===== config.mk =====
export PLATFORM = sky130hd
export DESIGN_NAME = kmdeq_ram
export DESIGN_NICKNAME = d
export VERILOG_FILES = /design/src/rtl/kmdeq_ram.sv
export SDC_FILE = /design/constraint.sdc
export NUM_CORES = 1
export LEC_CHECK = 0
export BUFFER_PORTS_ARGS = -buffer_cell sky130_fd_sc_hd__buf_2
export CORE_UTILIZATION = 60
export CTS_CLUSTER_DIAMETER = 100
export CTS_CLUSTER_SIZE = 12
export DETAILED_ROUTE_END_ITERATION = 12
export PLACE_DENSITY = 0.9
export SYNTH_ARGS = -nofsm -noshare
export SYNTH_HDL_FRONTEND = slang
export SYNTH_SLANG_ARGS = --single-unit

===== constraint.sdc =====
create_clock -name clk -period 2.3 [get_ports clk]
set_input_delay 0.46 -clock clk [delete_from_list [all_inputs] [get_ports clk]]
set_output_delay 0.46 -clock clk [all_outputs]
set_load 0.01 [all_outputs]

===== src/rtl/kmdeq_ram.sv =====
`timescale 1ns / 1ps
// Generic simple dual-port RAM: one write port, one registered read port.
// No dependencies.
module kmdeq_ram #(
    parameter int WIDTH = 8,
    parameter int DEPTH = 16
) (
    input  logic                                   clk,
    input  logic                                   we,
    input  logic [((DEPTH > 1) ? $clog2(DEPTH) : 1)-1:0] waddr,
    input  logic [WIDTH-1:0]                       wdata,
    input  logic                                   re,
    input  logic [((DEPTH > 1) ? $clog2(DEPTH) : 1)-1:0] raddr,
    output logic [WIDTH-1:0]                       rdata
);

    logic [WIDTH-1:0] mem [DEPTH];
    logic [WIDTH-1:0] rdata_reg;

    always_ff @(posedge clk)
    begin
        if (we)
        begin
            mem[waddr] <= wdata;
        end
        if (re)
        begin
            rdata_reg <= mem[raddr];
        end
    end

    assign rdata = rdata_reg;

endmodule


==> results of run 1 <==
-- worst reg2reg max path, delay by kind of cell, from the launching register on --
kind	cells	cell delay (ns)
multiplexers	1	0.52
flip-flops	1	0.40
AND/OR/NAND/NOR	1	0.12
AO/OA/AOI/OAI	1	0.36
-- final cells by class --
cell class              instances  share of cell area [%]
repair buffers                 45                    5.08
flip-flops and latches        136                    66.8
multi-input cells              83                    17.3
clock buffers                  17                    6.78
clock inverters                15                    1.84
well taps                     105                    2.15
-- cells by family after synthesis --
kind of cell / synth area share (%)
muxes: 14.8
and+or+nand+nor: 3.14
buffers and inverters: 1.65
AOI/OAI and AO/OA: 2.30
DFF: 78.1
-- worst paths after layout --
check,start,end,cells past startpoint
worst max-delay path,mem[0][0],rdata[0],3
worst min-delay path,re,rdata[5],1
worst max register to register,mem[0][0],rdata[0],3
worst min register to register,mem[8][5],rdata[5],3
-- cell usage in the layout (no fill, tap or decap), types with 2 or more instances in the layout --
cell / count
buf_2: 26
clkbuf_16: 16
buf_12: 3
nand2_1: 9
clkinv_1: 3
clkinv_4: 3
clkinvlp_4: 2
nor3_1: 4
nand2b_1: 2
mux4_1: 14
clkinv_2: 6
buf_4: 16
mux4_2: 18
nand3b_1: 2
a22oi_1: 16
nor2_1: 13
edfxtp_1: 136
-- routing by layer --
metal	vias up	global-route usage, %	routed length [µm]
met5	-	0	0
met1	1331	35.0	4120
li1	1091	-	-
met2	144	40.6	5290
met3	19	6.86	671
met4	0	12.2	280
-- power by group --
part / internal (mW) / switching (mW) / leakage [nW]
registers: 2.79 / 0.0151 / 1.24
clock network: 1.41 / 0.957 / 0.259
logic: 0.112 / 0.159 / 0.588
total: 4.31 / 1.13 / 2.08
==> results_dict.tcl, run 1 <==
set metrics [dict create \
    first_global_vias 2567 \
    async_flop_share_pct 0 \
    r2r_slack_ns 0.63 \
    clkTransAtPathRegs_ns 0.06 \
    synth_area_um2 5230 \
    largest_reg_flops 128 \
    p_leak_nw 2.08 \
    vias 2585 \
    relSlewSlack_pct 52.7 \
    worstSetupEndpointType "flop" \
    hold_viol 0 \
    placed_cells 369 \
    synth_top_area_share_pct 78.1 \
    critical_path.max_fanout 1 \
    ir_drop_v 0.000607 \
    clock-sinks 136 \
    synth-edff-count 136 \
    drtIter0Drc 217 \
    initial_core_util_pct 62.7 \
    cp_cell_sequence "mux4_1 -> a22oi_1 -> nand2_1" \
    setup_viol 0 \
    gp_congestion 0.763 \
    seqCellArea_um2 4080 \
    seq_area_frac_synth_pct 78.1 \
    place_ws_ns 0.224 \
    rsz0062_at_grt "no" \
    fin_crit_ns 1.67 \
    postLayoutSetupSlackWorst_ns 0.633 \
    yosys.area.top_type "edfxtp_1" \
    outcome "completed" \
    drive_gt1_share_pct 31.4 \
    tightestPinTransition_ns 0.708 \
    grt_max_degree 33 \
    synth.distinct_cells 18 \
    io_pins 27 \
    synthTopCellsByArea "edfxtp_1 78%, mux4_2 7.8%, mux4_1 7.0%, a22oi_1 2.3%, nor2_1 0.93%" \
    n_antenna_cell 0 \
    grtUsageTotal_pct 26.1 \
    numCtsBuffers 17 \
    synth_commonest_cells "136 x edfxtp_1, 18 x mux4_2, 16 x a22oi_1" \
    postCtsSetupRepairBufs 0 \
    syn_inst 229 \
    core_um2 8340 \
    cp_top_family "multiplexers" \
    stdcell_area_um2 6110 \
    hold_ws_ns 0.316 \
    worstPathArrival_ns 1.92 \
    synth.net_count 248 \
    clk_path_buf_depth 2 \
    die_x_um 95.3 \
    antenna_left 0 \
    post-route-period-util_pct 72.5 \
    syn_avg_cell_area_um2 22.8 \
    worst_setup_path_start_kind "flop" \
    power_density_nw_per_um2 891 \
    fin_nets 302 \
    htree_levels 4 \
    io_buffers 26 \
    multi_input_comb_area_um2 1060 \
    dieArea_um2 9090 \
    max_freq_ghz 0.600 \
    post-route-drc-count 0 \
    final.setup.tns_ns 0 \
    worst-path-buf-inv 0 \
    cts_resized 0 \
    hpwl_um 6140 \
    antenna_found_initial 0 \
    ctsRootBufferMaster "clkbuf_8" \
    nFillCells 459 \
    vias_per_cell 6.45 \
    slowest_delay_ns 0.52 \
    cp_slowest_cell "mux4_1" \
    crit_required_ns 2.55 \
    cts-hold-fix-buffers 0 \
    min_path_type "in -> reg" \
    fin_total_pwr_mw 5.44 \
    ys.flop_type "edfxtp_1" \
    routedWlPerCell_um 25.8 \
    fp-row-count 33 \
    grt-ovfl-total 0 \
    cap_violations 0 \
    firstDrtPassIters 4 \
    clock_latency_ns 0.51 \
    die_h_um 95.3 \
    fin_skew_ns 0.00513 \
    final_core_utilization_pct 73.3 \
    slew_viol_final 0 \
    yosysMostFrequentCell "edfxtp_1" \
    crit_type "reg -> reg" \
    grt_pass1_wl_um 15400 \
    fin_cells 401 \
    cts_tree "done" \
    areaGrowthSynthToFinish_pct 16.9 \
    ys_ff_latch 136 \
    wl_um 10400 \
    yosys_warnings 0 \
    post_dp_cell_area_um2 5580 \
]
No activity file was read; power rests on OpenSTA's default activity.
==> run 2: changes to the inputs <==
--- a/config.mk
+++ b/config.mk
@@ -6,11 +6,11 @@
 export NUM_CORES = 1
 export LEC_CHECK = 0
 export BUFFER_PORTS_ARGS = -buffer_cell sky130_fd_sc_hd__buf_2
-export CORE_UTILIZATION = 60
+export CORE_UTILIZATION = 54
 export CTS_CLUSTER_DIAMETER = 100
 export CTS_CLUSTER_SIZE = 12
 export DETAILED_ROUTE_END_ITERATION = 12
-export PLACE_DENSITY = 0.9
+export PLACE_DENSITY = 0.86
 export SYNTH_ARGS = -nofsm -noshare
 export SYNTH_HDL_FRONTEND = slang
 export SYNTH_SLANG_ARGS = --single-unit
==> constraint.sdc (replaced) <==
create_clock -name clk -period 1.52 [get_ports clk]
set_input_delay 0.304 -clock clk [delete_from_list [all_inputs] [get_ports clk]]
set_output_delay 0.304 -clock clk [all_outputs]
set_load 0.01 [all_outputs]
==> run 2 against run 1 <==
  * Critical path depth stayed put
  * Setup slack worse by 0.62 ns
  * Global-route usage shrank 3.7 points
  * First-iteration DRC count shrank 3.7%
  * Wire length decreased by 0.84%
  * Utilization fell by 6.2 points
  * Largest power group unchanged
  * Highest routed layer unchanged
==> results_dict.tcl, run 2 (synthesis gave the netlist of run 1 again) <==
set metrics [dict create \
    outcome "completed" \
    dieArea_um2 10100 \
    pwr-share-comb_pct 4.7 \
    die_x_um 100 \
    fin_skew_ns 0.00940 \
    drive_gt1_share_pct 37.6 \
    io_buffers 26 \
    fin_crit_ns 1.50 \
    clkTransAtPathRegs_ns 0.06 \
    htree_levels 4 \
    antenna_found_initial 0 \
    grt_max_degree 17 \
    post_dp_cell_area_um2 5650 \
    ctsRootBufferMaster "clkbuf_8" \
    grtUsageTotal_pct 22.4 \
    cap_violations 0 \
    nFillCells 563 \
    largest_reg_flops 128 \
    stdcell_area_um2 6260 \
    rsz0062_at_grt "no" \
    power.internal_mw 7.09 \
    antenna_left 0 \
    cts-hold-fix-buffers 0 \
    die_h_um 100 \
    cp_cell_sequence "mux4_2 -> a22oi_1 -> nand2_1" \
    power_density_nw_per_um2 1420 \
    post-route-drc-count 0 \
    hold_viol 0 \
    fin_nets 309 \
    worstSetupEndpointType "flop" \
    first_global_vias 2626 \
    fp-row-count 35 \
    areaGrowthSynthToFinish_pct 19.7 \
    p_switching_mw 1.78 \
    relSlewSlack_pct 51.4 \
    postCtsSetupRepairBufs 0 \
    drtIter0Drc 209 \
    worstPathArrival_ns 1.76 \
    worst_setup_path_start_kind "flop" \
    max_freq_ghz 0.665 \
    slowest_delay_ns 0.47 \
    crit_required_ns 1.78 \
    io_pins 27 \
    fin_cells 432 \
    final_core_utilization_pct 67.1 \
    vias 2547 \
    routedWlPerCell_um 23.8 \
    final.setup.tns_ns 0 \
    mostFrequentLayoutCells "136 x edfxtp_1, 29 x mux4_2, 26 x buf_2, 22 x buf_4" \
    firstDrtPassIters 4 \
    clk_path_buf_depth 2 \
    slew_viol_final 0 \
    core_um2 9330 \
    placed_cells 400 \
    grt-ovfl-total 0 \
    cp_slowest_cell "mux4_2" \
    post-route-period-util_pct 98.9 \
    ir_drop_v 0.000641 \
    final_common_cell "edfxtp_1" \
    numCtsBuffers 17 \
    cts_tree "done" \
    hpwl_um 6070 \
    seqPwrFrac_pct 48.0 \
    gp_congestion 0.751 \
    pwr-share-clk_pct 47.4 \
    clock_latency_ns 0.52 \
    initial_core_util_pct 56.0 \
    critical_path.max_fanout 1 \
    sw_frac_of_total_pct 20.1 \
    vias_per_cell 5.90 \
    crit_type "reg -> reg" \
    clock-sinks 136 \
    grt_pass1_wl_um 15300 \
    min_path_type "in -> reg" \
    p_leak_nw 2.11 \
    tightestPinTransition_ns 0.727 \
    setup_viol 0 \
    n_antenna_cell 0 \
    wl_um 10300 \
]
## run 2: path summary, 6_finish.rpt
path | start | end | cells after the start | slack, ns
max reg2reg | mem[8][7] | rdata[7] | 3 | 0.02
min | wdata[2] | mem[12][2] | 1 | 0.16
min reg2reg | mem[6][1] | rdata[1] | 3 | 0.75
max | mem[8][7] | rdata[7] | 3 | 0.02
## run 2: power by group through the flow
stage               registers (mW)  logic [mW]  clock network [mW]
finish                        4.25       0.414                4.20
global route                  4.26       0.444                4.38
CTS                           4.26       0.417                4.25
detailed placement            4.33       0.409                   0
global placement              4.33       0.396                   0
floorplan                     4.33       0.231                   0
## run 2: through the flow
step           hold WS, ns  worst slack [ns]  power, mW
5_1_grt              0.156            0.0180       9.08
4_1_cts              0.137            0.0429       8.92
2_1_floorplan        0.403           -0.0501       4.56
3_5_place_dp         0.689            -0.389       4.74
6_report             0.158            0.0160       8.87
3_3_place_gp         0.688            -0.334       4.72
## run 2: final cells by class
| type | count | area [µm²] | area share, % |
|---|---|---|---|
| clock buffers | 18 | 418 | 6.68 |
| clock inverters | 14 | 198 | 3.16 |
| well taps | 129 | 161 | 2.58 |
| multi-input cells | 83 | 1020 | 16.3 |
| flip-flops and latches | 136 | 4080 | 65.3 |
| repair buffers | 52 | 375 | 6.00 |
## run 2: critical path: cells and delay by family, from the launching register on
kind            cells  cell delay [ns]
flops               1             0.38
compound gates      1             0.31
simple gates        1             0.08
mux                 1             0.47
## run 2: what timing repair did
action / in CTS / in global routing
gates resized for setup: 0 / 1
hold endpoints to repair: 0 / 0
endpoints found under the setup margin: 0 / 1
## run 2: routing by layer
| layer | share of wire (%) | global-route usage, % |
|---|---|---|
| met5 | 0 | 0 |
| met4 | 1.2 | 8.81 |
| met1 | 40 | 30.4 |
| met2 | 52 | 34.7 |
| met3 | 7.3 | 6.75 |
==> run 3: changes to the inputs <==
--- a/config.mk
+++ b/config.mk
@@ -6,11 +6,13 @@
 export NUM_CORES = 1
 export LEC_CHECK = 0
 export BUFFER_PORTS_ARGS = -buffer_cell sky130_fd_sc_hd__buf_2
-export CORE_UTILIZATION = 54
+export CELL_PAD_IN_SITES_DETAIL_PLACEMENT = 1
+export CELL_PAD_IN_SITES_GLOBAL_PLACEMENT = 1
+export CORE_UTILIZATION = 57
 export CTS_CLUSTER_DIAMETER = 100
 export CTS_CLUSTER_SIZE = 12
 export DETAILED_ROUTE_END_ITERATION = 12
-export PLACE_DENSITY = 0.86
+export PLACE_DENSITY_LB_ADDON = 0.1
 export SYNTH_ARGS = -nofsm -noshare
 export SYNTH_HDL_FRONTEND = slang
 export SYNTH_SLANG_ARGS = --single-unit
==> constraint.sdc (replaced) <==
create_clock -name clk -period 1.9 [get_ports clk]
set_input_delay 0.38 -clock clk [delete_from_list [all_inputs] [get_ports clk]]
set_output_delay 0.38 -clock clk [all_outputs]
set_load 0.01 [all_outputs]
==> run 3 against run 2 <==
  * The flow now finishes with violations (design-rule violations)
  * Utilization grew 2.8 points
  * Global-route usage grew 2.5 points
  * Sequential share of layout area grew 1.1 points
  * Critical endpoint is now rdata[0]
  * Largest cell class unchanged
  * Largest power group unchanged
  * Highest routed layer unchanged
==> results_dict.tcl, run 3 (synthesis gave the netlist of run 1 again) <==
set metrics [dict create \
    fin_total_pwr_mw 6.73 \
    worstSetupStartpoint "mem[10][0]" \
    outcome "complete, but fails checks" \
    min_path_type "in -> reg" \
    drive_gt1_share_pct 31.8 \
    cts_tree "done" \
    relSlewSlack_pct 71.5 \
    core_um2 8810 \
    first_global_vias 2782 \
    fin_nets 306 \
    drtIter0Drc 188 \
    cts_resized 0 \
    n_antenna_cell 0 \
    post-route-drc-count 6 \
    grtUsageTotal_pct 24.9 \
    final_core_utilization_pct 69.9 \
    tightestPinTransition_ns 0.428 \
    rsz0062_at_grt "no" \
    critical_path.max_fanout 1 \
    fp-row-count 34 \
    clock_latency_ns 0.51 \
    violations "design-rule violations" \
    htree_levels 4 \
    setup_viol 0 \
    vias_per_cell 6.15 \
    post_dp_cell_area_um2 5600 \
    postLayoutSetupSlackWorst_ns 0.397 \
    hold_ws_ns 0.238 \
    io_buffers 26 \
    fin_crit_ns 1.50 \
    cts-hold-fix-buffers 0 \
    ir_drop_v 0.000619 \
    final.setup.tns_ns 0 \
    post-route-period-util_pct 79.1 \
    worstPathArrival_ns 1.75 \
    crit_type "reg -> reg" \
    endpoint "rdata[0]" \
    worstHoldStart "re" \
    clk_path_buf_depth 2 \
    slew_viol_final 0 \
    worstSetupEndpointType "flop" \
    grt-ovfl-total 0 \
    numCtsBuffers 17 \
    hpwl_um 6840 \
    ctsRootBufferMaster "clkbuf_8" \
    gp_congestion 0.701 \
    initial_core_util_pct 59.4 \
    mostFrequentLayoutCells "136 x edfxtp_1, 26 x buf_2, 21 x buf_4, 18 x mux4_2" \
    cap_violations 0 \
    crit_required_ns 2.15 \
    fin_skew_ns 0.0106 \
    routedWlPerCell_um 26.2 \
    antenna_left 0 \
    final_common_cell "edfxtp_1" \
    die_x_um 97.8 \
    p_leak_nw 2.11 \
    hold_viol 0 \
    r2r_slack_ns 0.40 \
    r2r-start "mem[10][0]" \
    grt_pass1_wl_um 16300 \
    io_pins 27 \
    power_density_nw_per_um2 1090 \
    reg2reg_depth 3 \
    postCtsSetupRepairBufs 0 \
    die_h_um 97.8 \
    clock-sinks 136 \
    vias 2504 \
    worstReg2RegEnd "rdata[0]" \
    place_ws_ns -0.00703 \
    nFillCells 681 \
    wl_um 10700 \
    fin_cells 407 \
    dieArea_um2 9560 \
    max_freq_ghz 0.665 \
    placed_cells 376 \
    areaGrowthSynthToFinish_pct 17.7 \
    clkTransAtPathRegs_ns 0.06 \
    worst_setup_path_start_kind "flop" \
    largest_reg_flops 128 \
    stdcell_area_um2 6150 \
    grt_max_degree 24 \
    firstDrtPassIters 8 \
    antenna_found_initial 0 \
]
-- run 3: cell count changes in the layout (fill, tap and decap cells not counted), sizes merged --
| cell | change |
|---|---|
| buf | -3 |
| clkinv | +4 |
| bufinv | -2 |
| clkinvlp | -1 |
| inv | -2 |
-- run 3: worst min path at each step --
stage / end / slack (ns) / cells past startpoint
2_1_floorplan: mem[0][0] / 0.48 / 0
4_1_cts: rdata[2] / 0.21 / 1
3_3_place_gp: rdata[1] / 0.74 / 3
3_5_place_dp: rdata[5] / 0.76 / 3
5_1_grt: rdata[2] / 0.22 / 1
6_report: rdata[2] / 0.24 / 1
-- run 3: critical path, cell delays in order (launching register included) --
cell and delay, ns:
edfxtp_1 0.40, mux4_2 0.47, a22oi_1 0.28, nand2_1 0.09
-- run 3: per-layer routing --
layer / part of all wire [%] / global-route usage, % / wire, µm / vias to the layer above
met4: 0.39 / 8.39 / 42 / 0
met1: 43 / 34.1 / 4570 / 1308
met5: 0 / 0 / 0 / -
met3: 5.7 / 5.94 / 610 / 6
met2: 51 / 40.3 / 5430 / 90
li1: - / - / - / 1100
-- run 3: where the power goes --
group          switching [mW]  internal, mW
sequential             0.0206          3.38
combinational           0.183         0.138
clock                    1.17          1.85
total                    1.37          5.37
-- run 3: cell type report --
class	instances	area, µm²	area share (%)
timing repair buffer	49	328	5.33
clock inverter	13	133	2.15
clock buffer	18	418	6.79
tap	108	135	2.20
multi-input combinational	83	1060	17.2
sequential	136	4080	66.4
